<file path="src/rtl/core/biq_pkg.sv">
`default_nettype none

package biq_pkg;

   localparam int COEF_WIDTH    = 20;
   localparam int ACC_WIDTH     = 40;
   localparam int NUM_COEF      = 5;
   localparam int CSR_IDX_WIDTH = 3;

   localparam logic signed [COEF_WIDTH-1:0] COEF_B0_RESET = 20'sd65536;

   typedef enum logic [2:0] {
      COEF_B0 = 3'd0,
      COEF_B1 = 3'd1,
      COEF_B2 = 3'd2,
      COEF_A1 = 3'd3,
      COEF_A2 = 3'd4
   } coef_sel_type;

   typedef enum logic [1:0] {
      BASE_HOLD,
      BASE_D1,
      BASE_D2,
      BASE_ACC
   } acc_base_type;

   typedef enum logic [1:0] {
      D1_HOLD,
      D1_CLAMP,
      D1_ZERO
   } d1_op_type;

   typedef enum logic [1:0] {
      D2_HOLD,
      D2_LOAD_P,
      D2_CLAMP,
      D2_ZERO
   } d2_op_type;

   typedef enum logic [1:0] {
      JC_NONE,
      JC_CLEAR,
      JC_ALWAYS
   } jmp_type;

   typedef enum logic [2:0] {
      ST_B0X,
      ST_B1X,
      ST_B2X,
      ST_A1Y,
      ST_A2Y,
      ST_D1,
      ST_D2,
      ST_CLEAR
   } step_type;

   typedef struct packed {
      logic         mul_en;
      coef_sel_type coef_sel;
      logic         mul_y;
      acc_base_type acc_base;
      logic         acc_sub;
      logic         y_wr;
      d1_op_type    d1_op;
      d2_op_type    d2_op;
      jmp_type      jmp;
      step_type     target;
      logic         last;
   } ctl_type;

   localparam ctl_type CTL_NOP = '{
      mul_en:   1'b0,
      coef_sel: COEF_B0,
      mul_y:    1'b0,
      acc_base: BASE_HOLD,
      acc_sub:  1'b0,
      y_wr:     1'b0,
      d1_op:    D1_HOLD,
      d2_op:    D2_HOLD,
      jmp:      JC_NONE,
      target:   ST_B0X,
      last:     1'b0
   };

   // The product register loads only on multiplier steps, so each
   // accumulate uses the product that the last multiplying step started.
   function automatic ctl_type prog_word(input step_type step);
      ctl_type w;
      w = CTL_NOP;
      unique case (step)
         ST_B0X: begin
            w.mul_en   = 1'b1;
            w.coef_sel = COEF_B0;
            w.jmp      = JC_CLEAR;
            w.target   = ST_CLEAR;
         end
         ST_B1X: begin
            w.mul_en   = 1'b1;
            w.coef_sel = COEF_B1;
            w.acc_base = BASE_D1;
         end
         ST_B2X: begin
            w.mul_en   = 1'b1;
            w.coef_sel = COEF_B2;
            w.acc_base = BASE_D2;
            w.y_wr     = 1'b1;
         end
         ST_A1Y: begin
            w.mul_en   = 1'b1;
            w.coef_sel = COEF_A1;
            w.mul_y    = 1'b1;
            w.d2_op    = D2_LOAD_P;
         end
         ST_A2Y: begin
            w.mul_en   = 1'b1;
            w.coef_sel = COEF_A2;
            w.mul_y    = 1'b1;
            w.acc_base = BASE_ACC;
            w.acc_sub  = 1'b1;
         end
         ST_D1: begin
            w.acc_base = BASE_D2;
            w.acc_sub  = 1'b1;
            w.d1_op    = D1_CLAMP;
         end
         ST_D2: begin
            w.d2_op = D2_CLAMP;
            w.last  = 1'b1;
         end
         ST_CLEAR: begin
            w.d1_op  = D1_ZERO;
            w.d2_op  = D2_ZERO;
            w.jmp    = JC_ALWAYS;
            w.target = ST_B1X;
         end
      endcase
      return w;
   endfunction

endpackage

`default_nettype wire

</file>
<file path="src/rtl/core/biq_if.sv">
`default_nettype none

interface biq_req_if #(parameter int SAMPLE_WIDTH = 16) ();
   logic                           valid;
   logic                           ready;
   logic signed [SAMPLE_WIDTH-1:0] sample_in;
   logic                           clear_history;

   modport source (output valid, sample_in, clear_history, input ready);
   modport sink (input valid, sample_in, clear_history, output ready);
endinterface

interface biq_rsp_if #(parameter int SAMPLE_WIDTH = 16) ();
   logic                           valid;
   logic                           ready;
   logic signed [SAMPLE_WIDTH-1:0] sample_out;
   logic                           saturated;

   modport source (output valid, sample_out, saturated, input ready);
   modport sink (input valid, sample_out, saturated, output ready);
endinterface

interface biq_csr_if import biq_pkg::*; ();
   logic                         valid;
   logic                         ready;
   logic [CSR_IDX_WIDTH-1:0]     index;
   logic signed [COEF_WIDTH-1:0] data;

   modport source (output valid, index, data, input ready);
   modport sink (input valid, index, data, output ready);
endinterface

`default_nettype wire

</file>
<file path="src/rtl/core/biq_dp.sv">
`default_nettype none

module biq_dp import biq_pkg::*; #(
   parameter int SAMPLE_WIDTH   = 16,
   parameter int COEF_FRAC_BITS = 16
) (
   input  logic                           clock,
   input  logic                           reset,
   input  logic                           x_load,
   input  logic signed [SAMPLE_WIDTH-1:0] x_sample,
   input  logic                           csr_wr,
   input  logic [CSR_IDX_WIDTH-1:0]       csr_idx,
   input  logic signed [COEF_WIDTH-1:0]   csr_data,
   input  ctl_type                        ctl,
   output logic signed [SAMPLE_WIDTH-1:0] y_out,
   output logic                           sat_out
);

   localparam int PROD_W = SAMPLE_WIDTH + COEF_WIDTH;
   localparam int HOLD_W = (PROD_W > ACC_WIDTH) ? PROD_W : ACC_WIDTH;
   localparam int SUM_W  = HOLD_W + 2;

   localparam logic signed [SUM_W-1:0] RND_HALF = SUM_W'(1) <<< (COEF_FRAC_BITS - 1);
   localparam logic signed [SUM_W-1:0] Y_MAX    = (SUM_W'(1) <<< (SAMPLE_WIDTH - 1)) - SUM_W'(1);
   localparam logic signed [SUM_W-1:0] Y_MIN    = ~Y_MAX;
   localparam logic signed [SUM_W-1:0] ACC_MAX  = (SUM_W'(1) <<< (ACC_WIDTH - 1)) - SUM_W'(1);
   localparam logic signed [SUM_W-1:0] ACC_MIN  = ~ACC_MAX;

   logic signed [COEF_WIDTH-1:0]   coef_ff [NUM_COEF];
   logic signed [SAMPLE_WIDTH-1:0] x_ff;
   logic signed [SAMPLE_WIDTH-1:0] y_ff, y_in;
   logic                           sat_ff, sat_in;
   logic signed [PROD_W-1:0]       prod_ff, prod_in;
   logic signed [SUM_W-1:0]        acc_ff, acc_in;
   logic signed [ACC_WIDTH-1:0]    d1_ff, d1_in;
   logic signed [HOLD_W-1:0]       d2_ff, d2_in;

   logic signed [COEF_WIDTH-1:0]   mul_a;
   logic signed [SAMPLE_WIDTH-1:0] mul_b;
   logic signed [SUM_W-1:0]        base;
   logic signed [SUM_W-1:0]        rnd_sum;
   logic signed [SUM_W-1:0]        y_wide;
   logic signed [ACC_WIDTH-1:0]    acc_clamped;

   always_ff @(posedge clock) begin
      if (reset) begin
         coef_ff[0] <= COEF_B0_RESET;
         for (int i = 1; i < NUM_COEF; i++) begin
            coef_ff[i] <= '0;
         end
      end else if (csr_wr && (csr_idx < CSR_IDX_WIDTH'(NUM_COEF))) begin
         coef_ff[csr_idx] <= csr_data;
      end
   end

   assign mul_a   = coef_ff[ctl.coef_sel];
   assign mul_b   = ctl.mul_y ? y_ff : x_ff;
   assign prod_in = PROD_W'(mul_a) * PROD_W'(mul_b);

   always_comb begin
      base = '0;
      case (ctl.acc_base)
         BASE_D1:  base = SUM_W'(d1_ff);
         BASE_D2:  base = SUM_W'(d2_ff);
         BASE_ACC: base = acc_ff;
         default:  base = '0;
      endcase
      if (ctl.acc_sub) begin
         acc_in = base - SUM_W'(prod_ff);
      end else begin
         acc_in = base + SUM_W'(prod_ff);
      end
   end

   always_comb begin
      rnd_sum = acc_ff + RND_HALF;
      y_wide  = rnd_sum >>> COEF_FRAC_BITS;
      if (y_wide > Y_MAX) begin
         y_in   = Y_MAX[SAMPLE_WIDTH-1:0];
         sat_in = 1'b1;
      end else if (y_wide < Y_MIN) begin
         y_in   = Y_MIN[SAMPLE_WIDTH-1:0];
         sat_in = 1'b1;
      end else begin
         y_in   = y_wide[SAMPLE_WIDTH-1:0];
         sat_in = 1'b0;
      end
   end

   always_comb begin
      if (acc_ff > ACC_MAX) begin
         acc_clamped = ACC_MAX[ACC_WIDTH-1:0];
      end else if (acc_ff < ACC_MIN) begin
         acc_clamped = ACC_MIN[ACC_WIDTH-1:0];
      end else begin
         acc_clamped = acc_ff[ACC_WIDTH-1:0];
      end
   end

   always_comb begin
      d1_in = d1_ff;
      case (ctl.d1_op)
         D1_CLAMP: d1_in = acc_clamped;
         D1_ZERO:  d1_in = '0;
         default:  d1_in = d1_ff;
      endcase
      d2_in = d2_ff;
      case (ctl.d2_op)
         D2_LOAD_P: d2_in = HOLD_W'(prod_ff);
         D2_CLAMP:  d2_in = HOLD_W'(acc_clamped);
         D2_ZERO:   d2_in = '0;
         default:   d2_in = d2_ff;
      endcase
   end

   always_ff @(posedge clock) begin
      if (reset) begin
         d1_ff <= '0;
         d2_ff <= '0;
      end else begin
         d1_ff <= d1_in;
         d2_ff <= d2_in;
      end
   end

   always_ff @(posedge clock) begin
      if (x_load) begin
         x_ff <= x_sample;
      end
      if (ctl.mul_en) begin
         prod_ff <= prod_in;
      end
      if (ctl.acc_base != BASE_HOLD) begin
         acc_ff <= acc_in;
      end
      if (ctl.y_wr) begin
         y_ff   <= y_in;
         sat_ff <= sat_in;
      end
   end

   assign y_out   = y_ff;
   assign sat_out = sat_ff;

endmodule

`default_nettype wire

</file>
<file path="src/rtl/core/biq_seq.sv">
`default_nettype none

module biq_seq import biq_pkg::*; (
   input  logic    clock,
   input  logic    reset,
   input  logic    start,
   input  logic    clear_req,
   input  logic    out_free,
   output ctl_type ctl,
   output logic    busy,
   output logic    done
);

   logic     busy_ff, busy_in;
   step_type step_ff, step_in;
   logic     clr_ff, clr_in;
   ctl_type  word;
   logic     hold;

   always_ff @(posedge clock) begin
      if (reset) begin
         busy_ff <= 1'b0;
         step_ff <= ST_B0X;
         clr_ff  <= 1'b0;
      end else begin
         busy_ff <= busy_in;
         step_ff <= step_in;
         clr_ff  <= clr_in;
      end
   end

   always_comb begin
      word    = prog_word(step_ff);
      hold    = word.last && !out_free;
      ctl     = (busy_ff && !hold) ? word : CTL_NOP;
      done    = busy_ff && word.last && out_free;
      busy_in = busy_ff;
      step_in = step_ff;
      clr_in  = clr_ff;
      if (!busy_ff) begin
         if (start) begin
            busy_in = 1'b1;
            step_in = ST_B0X;
            clr_in  = clear_req;
         end
      end else if (!hold) begin
         if (word.last) begin
            busy_in = 1'b0;
         end
         unique case (word.jmp)
            JC_ALWAYS: step_in = word.target;
            JC_CLEAR:  step_in = clr_ff ? word.target : step_type'(3'(step_ff + 3'd1));
            JC_NONE:   step_in = step_type'(3'(step_ff + 3'd1));
            default:   step_in = step_ff;
         endcase
      end
   end

   assign busy = busy_ff;

endmodule

`default_nettype wire

</file>
<file path="src/rtl/core/biquad_iir_section.sv">
`default_nettype none

// Channel   Port      Direction  Payload
// input     req_chan  sink       sample_in, clear_history
// result    rsp_chan  source     sample_out, saturated
// config    csr_chan  sink       index, data (coefficient registers 0 to 4)
//
// A word is taken when the sequencer is idle and is worked through seven steps of the
// control program on one shared multiplier, with a clear step added when clear_history
// is set; no new word is taken until the last one is through.
// The result sits in an output register; the last step waits while that register
// still holds a word not yet taken.
// Reset loads the coefficient defaults, zeroes both delay accumulators and holds
// both ready lines low.

module biquad_iir_section import biq_pkg::*; #(
   parameter int SAMPLE_WIDTH   = 16,
   parameter int COEF_FRAC_BITS = 16
) (
   input logic        clock,
   input logic        reset,
   biq_req_if.sink    req_chan,
   biq_rsp_if.source  rsp_chan,
   biq_csr_if.sink    csr_chan
);

   ctl_type                        ctl;
   logic                           busy;
   logic                           done;
   logic                           start;
   logic                           out_free;
   logic signed [SAMPLE_WIDTH-1:0] y;
   logic                           sat;

   logic                           rsp_valid_ff;
   logic signed [SAMPLE_WIDTH-1:0] rsp_sample_ff;
   logic                           rsp_sat_ff;

   assign req_chan.ready = !busy && !reset;
   assign start          = req_chan.valid && req_chan.ready;
   assign csr_chan.ready = !reset;
   assign out_free       = !rsp_valid_ff || rsp_chan.ready;

   biq_seq u_seq (
      .clock     (clock),
      .reset     (reset),
      .start     (start),
      .clear_req (req_chan.clear_history),
      .out_free  (out_free),
      .ctl       (ctl),
      .busy      (busy),
      .done      (done)
   );

   biq_dp #(
      .SAMPLE_WIDTH   (SAMPLE_WIDTH),
      .COEF_FRAC_BITS (COEF_FRAC_BITS)
   ) u_dp (
      .clock    (clock),
      .reset    (reset),
      .x_load   (start),
      .x_sample (req_chan.sample_in),
      .csr_wr   (csr_chan.valid && csr_chan.ready),
      .csr_idx  (csr_chan.index),
      .csr_data (csr_chan.data),
      .ctl      (ctl),
      .y_out    (y),
      .sat_out  (sat)
   );

   always_ff @(posedge clock) begin
      if (reset) begin
         rsp_valid_ff <= 1'b0;
      end else if (done) begin
         rsp_valid_ff <= 1'b1;
      end else if (rsp_chan.ready) begin
         rsp_valid_ff <= 1'b0;
      end
   end

   always_ff @(posedge clock) begin
      if (done) begin
         rsp_sample_ff <= y;
         rsp_sat_ff    <= sat;
      end
   end

   assign rsp_chan.valid      = rsp_valid_ff;
   assign rsp_chan.sample_out = rsp_sample_ff;
   assign rsp_chan.saturated  = rsp_sat_ff;

   a_start_busy : assert property (@(posedge clock) disable iff (reset)
      start |=> busy)
      else $error("sequencer did not start on an accepted word");

   a_rsp_from_work : assert property (@(posedge clock) disable iff (reset)
      $rose(rsp_valid_ff) |-> $past(busy))
      else $error("result appeared without a word in progress");

   a_sat_bound : assert property (@(posedge clock) disable iff (reset)
      (rsp_valid_ff && rsp_sat_ff) |->
         (rsp_sample_ff == {1'b0, {(SAMPLE_WIDTH-1){1'b1}}}) ||
         (rsp_sample_ff == {1'b1, {(SAMPLE_WIDTH-1){1'b0}}}))
      else $error("saturated result is not at a range bound");

endmodule

`default_nettype wire

</file>
<file path="src/flat_wrapper.sv">
// flat-port wrapper written by rule: the top's interface ports become plain ports
module biquad_iir_section_flat import biq_pkg::*;
#(
   parameter int SAMPLE_WIDTH   = 16,
   parameter int COEF_FRAC_BITS = 16
)
  (clock, reset, req_chan_valid, req_chan_sample_in, req_chan_clear_history, req_chan_ready, rsp_chan_valid, rsp_chan_sample_out, rsp_chan_saturated, rsp_chan_ready, csr_chan_valid, csr_chan_index, csr_chan_data, csr_chan_ready);
  biq_req_if #(.SAMPLE_WIDTH(SAMPLE_WIDTH)) req_chan_i ();
  biq_rsp_if #(.SAMPLE_WIDTH(SAMPLE_WIDTH)) rsp_chan_i ();
  biq_csr_if csr_chan_i ();
  input logic clock;
  input logic reset;
  input wire logic [$bits(req_chan_i.valid)-1:0] req_chan_valid;
  input wire logic [$bits(req_chan_i.sample_in)-1:0] req_chan_sample_in;
  input wire logic [$bits(req_chan_i.clear_history)-1:0] req_chan_clear_history;
  output wire logic [$bits(req_chan_i.ready)-1:0] req_chan_ready;
  output wire logic [$bits(rsp_chan_i.valid)-1:0] rsp_chan_valid;
  output wire logic [$bits(rsp_chan_i.sample_out)-1:0] rsp_chan_sample_out;
  output wire logic [$bits(rsp_chan_i.saturated)-1:0] rsp_chan_saturated;
  input wire logic [$bits(rsp_chan_i.ready)-1:0] rsp_chan_ready;
  input wire logic [$bits(csr_chan_i.valid)-1:0] csr_chan_valid;
  input wire logic [$bits(csr_chan_i.index)-1:0] csr_chan_index;
  input wire logic [$bits(csr_chan_i.data)-1:0] csr_chan_data;
  output wire logic [$bits(csr_chan_i.ready)-1:0] csr_chan_ready;
  assign req_chan_i.valid = req_chan_valid;
  assign req_chan_i.sample_in = req_chan_sample_in;
  assign req_chan_i.clear_history = req_chan_clear_history;
  assign req_chan_ready = req_chan_i.ready;
  assign rsp_chan_valid = rsp_chan_i.valid;
  assign rsp_chan_sample_out = rsp_chan_i.sample_out;
  assign rsp_chan_saturated = rsp_chan_i.saturated;
  assign rsp_chan_i.ready = rsp_chan_ready;
  assign csr_chan_i.valid = csr_chan_valid;
  assign csr_chan_i.index = csr_chan_index;
  assign csr_chan_i.data = csr_chan_data;
  assign csr_chan_ready = csr_chan_i.ready;
  biquad_iir_section #(.SAMPLE_WIDTH(SAMPLE_WIDTH), .COEF_FRAC_BITS(COEF_FRAC_BITS)) u_core (.clock(clock), .reset(reset), .req_chan(req_chan_i), .rsp_chan(rsp_chan_i), .csr_chan(csr_chan_i));
endmodule
</file>
<file path="config.mk">
export PLATFORM = sky130hd
export DESIGN_NAME = biquad_iir_section_flat
export DESIGN_NICKNAME = d
export VERILOG_FILES = /design/src/rtl/core/biq_pkg.sv /design/src/rtl/core/biq_if.sv /design/src/rtl/core/biq_dp.sv /design/src/rtl/core/biq_seq.sv /design/src/rtl/core/biquad_iir_section.sv /design/src/flat_wrapper.sv
export SDC_FILE = /design/constraint.sdc
export NUM_CORES = 2
export LEC_CHECK = 0
export BUFFER_PORTS_ARGS = -buffer_cell sky130_fd_sc_hd__buf_2
export CELL_PAD_IN_SITES_DETAIL_PLACEMENT = 0
export CELL_PAD_IN_SITES_GLOBAL_PLACEMENT = 2
export CORE_ASPECT_RATIO = 1.4
export CORE_UTILIZATION = 44
export CTS_BUF_LIST = sky130_fd_sc_hd__clkbuf_8
export CTS_CLUSTER_DIAMETER = 30
export DETAILED_ROUTE_END_ITERATION = 10
export GPL_TIMING_DRIVEN = 0
export HOLD_SLACK_MARGIN = 0.1
export PLACE_DENSITY = 0.86
export SKIP_LAST_GASP = 1
export SYNTH_ARGS = -nofsm -noshare
export SYNTH_HDL_FRONTEND = slang
export SYNTH_HIERARCHICAL = 1
export SYNTH_SLANG_ARGS = --single-unit
</file>
<file path="constraint.sdc">
create_clock -name clock -period 9.8 [get_ports clock]
set_input_delay 0.49 -clock clock [delete_from_list [all_inputs] [get_ports clock]]
set_output_delay 0.49 -clock clock [all_outputs]
set_load 0.01 [all_outputs]
</file>
Yosys cells after proc, flatten, opt, wreduce, memory -nomap -nowiden
Memory sizes are Yosys's and may differ from the RTL's.
Index checks and enable logic that the tools add are counted.
{"block": "word_totals", "ram_bits": 100, "memories": 1, "output_inout_bits": 20, "mem_bits_ro": 0, "latchBits": 0, "elab_cells": 109, "inputBits": 45, "regBits": 214}
{"memory": "u_core.u_dp.coef_ff", "words": 5, "word_bits": 20, "rd": 1, "rd_clocked_by_memory_dff": 0, "wr": 5, "line": "biq_dp.sv:29", "source": "logic signed [COEF_WIDTH-1:0] coef_ff [NUM_COEF];"}
{"block": "classes", "muxes": 38, "n_mul": 1, "n_div": 0, "reduce_logical": 27, "add_sub_neg": 4, "n_bitwise": 1, "n_eq_ne": 19, "n_shift": 0, "n_lt_le_gt_ge": 5}
{"op": "$pmux W42 S3", "n": 1}
{"op": "$pmux W40 S3", "n": 1}
{"op": "$mux W40", "n": 2}
{"op": "$pmux W40 S2", "n": 1}
{"op": "$add A42 B17 Y42 const B", "n": 1}
{"op": "$add A42 B36 Y42", "n": 1}
{"op": "$gt A42 B40 Y1 const B", "n": 1}
{"op": "$lt A42 B40 Y1 const B", "n": 1}
{"op": "$mux W42", "n": 1}
{"op": "$sub A42 B36 Y42", "n": 1}
{"op": "$mul A20 B16 Y36", "n": 1}
{"op": "$mux W16", "n": 2}
{"op": "$gt A26 B16 Y1 const B", "n": 1}
{"op": "$lt A26 B16 Y1 const B", "n": 1}
{"op": "$mux W20", "n": 1}
{"op": "$pmux W4 S5", "n": 1}
{"op": "$reduce_or A20 Y1", "n": 1}
{"op": "$mux W19", "n": 1}
{"op": "$mux W1", "n": 17}
{"op": "$mux W3", "n": 5}
{"op": "$eq A2 B2 Y1 const B", "n": 6}
{"op": "$eq A3 B3 Y1 const B", "n": 4}
{"op": "$pmux W2 S3", "n": 2}
{"op": "$pmux W5 S2", "n": 1}
{"op": "20 further kinds", "n": 40}

Longest topological paths before layout
{"block": "depth", "word_depth": 11, "depth_mapped": 33, "mapped_depth_nobuf": 29}

Cells and area by module
The synthesis kept the hierarchy.
{"module": "biq_dp", "area_per_inst_um2": 30017.5, "instances": 1, "cells_per_inst": 2882, "seq_area_each_um2": 9739.3}
{"module": "biq_seq", "area_per_inst_um2": 591.8, "instances": 1, "cells_per_inst": 79, "seq_area_each_um2": 100.1}
{"module": "biquad_iir_section", "area_per_inst_um2": 578.1, "instances": 1, "cells_per_inst": 25, "seq_area_each_um2": 530.5}

Least setup slack after synthesis
No wires, ideal clock.
{"block": "synth_path", "path_kind": "flip-flop to flip-flop", "from": "register u_core.u_seq.step_ff[1]", "to": "register u_core.u_dp.prod_ff[35] (data pin)", "path_buffers": 4, "stages_incl_launch_ff": 32, "setup_time_ps": 262, "required_ps": 9538, "period_less_slack_ps": 8543, "t_arrival_ps": 8281, "path_slack_ps": 1257, "cell_sequence": "dfxtp_1 inv_1 ha_1 clkbuf_1 o31a_1 o21a_1 clkbuf_1 buf_2 buf_2 mux4_2 mux2i_1 nor2_1 fa_1 inv_1 fa_1 fa_1 inv_1 fa_1 fa_1 inv_1 fa_1 inv_1 ha_1 a21o_1 a21oi_1 nor2b_1 o41ai_2 a311oi_2 a221o_1 a211oi_1 o31ai_1 xnor2_1"}
{"item": "from (decl)", "line": "biq_seq.sv:15", "source": "step_type step_ff, step_in;"}
{"item": "from (signal assigned)", "line": "biq_seq.sv:27", "source": "step_ff <= step_in;"}
{"item": "to (signal assigned)", "line": "biq_dp.sv:131", "source": "prod_ff <= prod_in;"}
{"item": "to (decl)", "line": "biq_dp.sv:33", "source": "logic signed [PROD_W-1:0] prod_ff, prod_in;"}

==> impl_summary.md <==
Timing
Setup violations remaining at the end of the flow were counted as 0. The total count of hold-check failures in the final report came to 0. The total count of max-transition violations in the final report was 0.

The highest attainable clock frequency is 107 MHz. The worst path uses 95.7% of the clock period. On the final layout, the worst hold slack is 0.159 ns. The worst-case headroom to the max-slew limit is 17.3%. The clock skew after layout is 0.0444 ns. The total negative slack for setup checks is 0 ns.

The actual slew at the worst max-slew pin is 1.24 ns. The clock period could shrink to 9.38 ns.

Power
Summed over all cells, the static leakage comes to 0.0148 uW. The worst supply voltage drop on vdd is 0.000519 V. For this design the ratio of total power to cell area is 376 nW/um2. Summing internal, switching and leakage power gives 13300 uW.

Die
The total die area is 71900 um2. The die boundary width is 227 um. The number of top-level pins is 65. The vertical die dimension is 317 um.

The effective utilization at floorplan is 44.4%. The standard-cell row count is 115. The area of the core is 70200 um2.

Routing
After detailed routing, the met2 layer carries 48700 um of wire. Before antenna repair, the detailed router went through 8 iterations. The total number of vias is 22.5k. Dividing the detail-routed via count by the number of cells gives 5.33. For this block, wires on met1 add up to 35200 um. The detail-routed net length per standard cell is 21.9 um.

Once detail routing completed, the nets flagged for antenna violations numbered 0. The wire length on met3 is 3410 um. For this run, design rule violations remaining after detail routing come to 4. The total detailed-routing wirelength is 92400 um.

In this run, the number of DRC markers left after iteration 0 of detailed routing was 1184. The highest metal layer with signal wires is met4.

Global route
The number of antenna violations at the first check in global routing is 2. The first global-routing pass estimated 143000 um of wire. The largest net degree at the start of global routing is 43. The number of global-route vias before repair is 24.6k. The total overflow left after global routing is 0.

The overall track demand over capacity in global routing is 26.8%.

CTS
For the worst-skew pair, the clock arrives at the later sink with an insertion delay of 0.69 ns. The clock transition at the registers of the reported paths is 0.06 ns. The number of H-tree levels is 3. Counting every sink on the clock net gives 374. TritonCTS built the clock tree. The root buffer cell chosen for the clock tree is sky130_fd_sc_hd__clkbuf_8.

In this run the deepest clock path goes through 3 buffers. Clock tree synthesis inserted a total of 78 buffers.

Critical path
The slowest stage of the critical path is the sky130_fd_sc_hd__fa_1 cell. STA puts the critical path data arrival time at 9.80 ns. The type of origin of the critical path is a register. The data required time of the critical path is 10.22 ns.

Measured in cells, the most critical reg-to-reg path has a length of 31. The worst setup path is of the reg2reg kind. The cell type with the highest occurrence count on the critical path is sky130_fd_sc_hd__fa_1. The origin of the critical flop-to-flop path is u_core/u_seq/step_ff[0]. The minimum setup slack among reg-to-reg paths is 0.42 ns. The type of element capturing the critical path is a register. The capture instance of the worst register-to-register path is u_core/u_dp/prod_ff[35]. The largest stage delay on the critical path is 0.55 ns.

Of all nets on the critical path, the largest fanout is 10.

Layout
The area added between synthesis and finish is 13.8%. The most common library cell in the layout ignoring fill and taps is sky130_fd_sc_hd__inv_1. The final non-filler cell total is 4224. The proportion of layout cells with a drive suffix above 1 is 12.4%. For this run, the post-layout net count is 3727. In the layout the commonest cells are sky130_fd_sc_hd__inv_1, sky130_fd_sc_hd__nor2_1, sky130_fd_sc_hd__fa_1.

Worst hold path
The worst hold path startpoint is reset. The endpoint with the worst hold slack is u_core/u_seq/clr_ff. The tightest min-delay check is of the in2reg type. The number of stages on the worst hold path is 2.

Synth
The synthesized area is 31100 um2. Yosys printed 6 warnings. The mean cell area of the mapped netlist is 10.5 um2. Synthesis produced a netlist whose cell count is 2980.

Place
The count of buffers added on input and output ports is 64. The total placed cells including tap cells is 4040. The final weighted congestion in routability-driven placement is 0.936. The detailed placer's ending HPWL is 74100 um.

Status
The run finished, with violations left. The final reports fail on DRC.

Job
The number of maximum-capacitance constraint violations is 0.
## flip-flops by register name (all words and copies together) (netlist names)
signal,flops
u_core/u_dp/coef_ff,160
u_core/u_dp/acc_ff,42
u_core/u_dp/d1_ff,40
u_core/u_dp/d2_ff,40
u_core/u_dp/prod_ff,36
u_core/rsp_chan.sample_out,16
u_core/u_dp/x_ff,16
u_core/u_dp/y_out,16
u_core/u_seq/step_ff,3
u_core/rsp_chan.saturated,1
u_core/rsp_chan.valid,1
u_core/u_dp/sat_out,1
u_core/u_seq/busy,1
u_core/u_seq/clr_ff,1
## stage by stage
stage	utilization, %	area [um2]	setup WS [ns]
2_1_floorplan	-	31400	1.30
3_3_place_gp	46.8	32900	-0.849
3_5_place_dp	46.8	32900	-0.885
4_1_cts	50.3	35300	-0.0657
5_1_grt	50.5	35400	-0.00733
6_report	50.5	35400	0.420
## final cells by class
type                    count  area (um2)
diodes                      2        5.00
plain buffers             132         551
clock buffers              83        1140
clock inverters            60         748
fillers                  6547       34800
inverters                 408        1530
multi-input cells        2122       19200
flip-flops and latches    374       10400
well taps                 936        1170
repair buffers            107         746
## power by group
part	internal, uW	total, uW	switching, uW
Clock	1230	2000	771
Sequential	2320	2450	126
Combinational	3800	8890	5090
Total	7350	13300	5980
## per-layer routing
metal  GRT usage (%)  vias to the layer above
met5               0                        -
met3            2.87                      216
met1            29.7                    11238
met2            50.1                      621
met4            13.7                        0
li1                -                    10439
## worst max-delay path by stage
stage / startpoint / endpoint / slack, ns
after detailed placement: u_core/u_seq/step_ff[0] / u_core/u_dp/prod_ff[35] / -0.88
after floorplan: u_core/u_seq/step_ff[1] / u_core/u_dp/prod_ff[35] / 1.30
final: u_core/u_seq/step_ff[0] / u_core/u_dp/prod_ff[35] / 0.42
after CTS: u_core/u_seq/step_ff[1] / u_core/u_dp/prod_ff[35] / -0.07
after global placement: u_core/u_seq/step_ff[0] / u_core/u_dp/prod_ff[35] / -0.85
after global routing: u_core/u_seq/step_ff[0] / u_core/u_dp/prod_ff[35] / -0.007
## repair_timing
action                                  CTS  global route
hold endpoints to repair                 78             0
endpoints found under the setup margin   16            12
setup buffers                             0             4
hold buffers                             38             0
resized for setup                        35            34
## worst max-delay path, delay by kind of cell (launching register included)
kind / cells / cell delay (ns)
buffers and inverters: 9 / 1.82
DFF: 1 / 0.46
and+or+nand+nor: 3 / 0.66
AOI/OAI and AO/OA: 9 / 1.85
adders and majority gates: 8 / 3.65
xor gates and xnor gates: 1 / 0.11
muxes: 1 / 0.50
(Power assumes the default switching activity.)
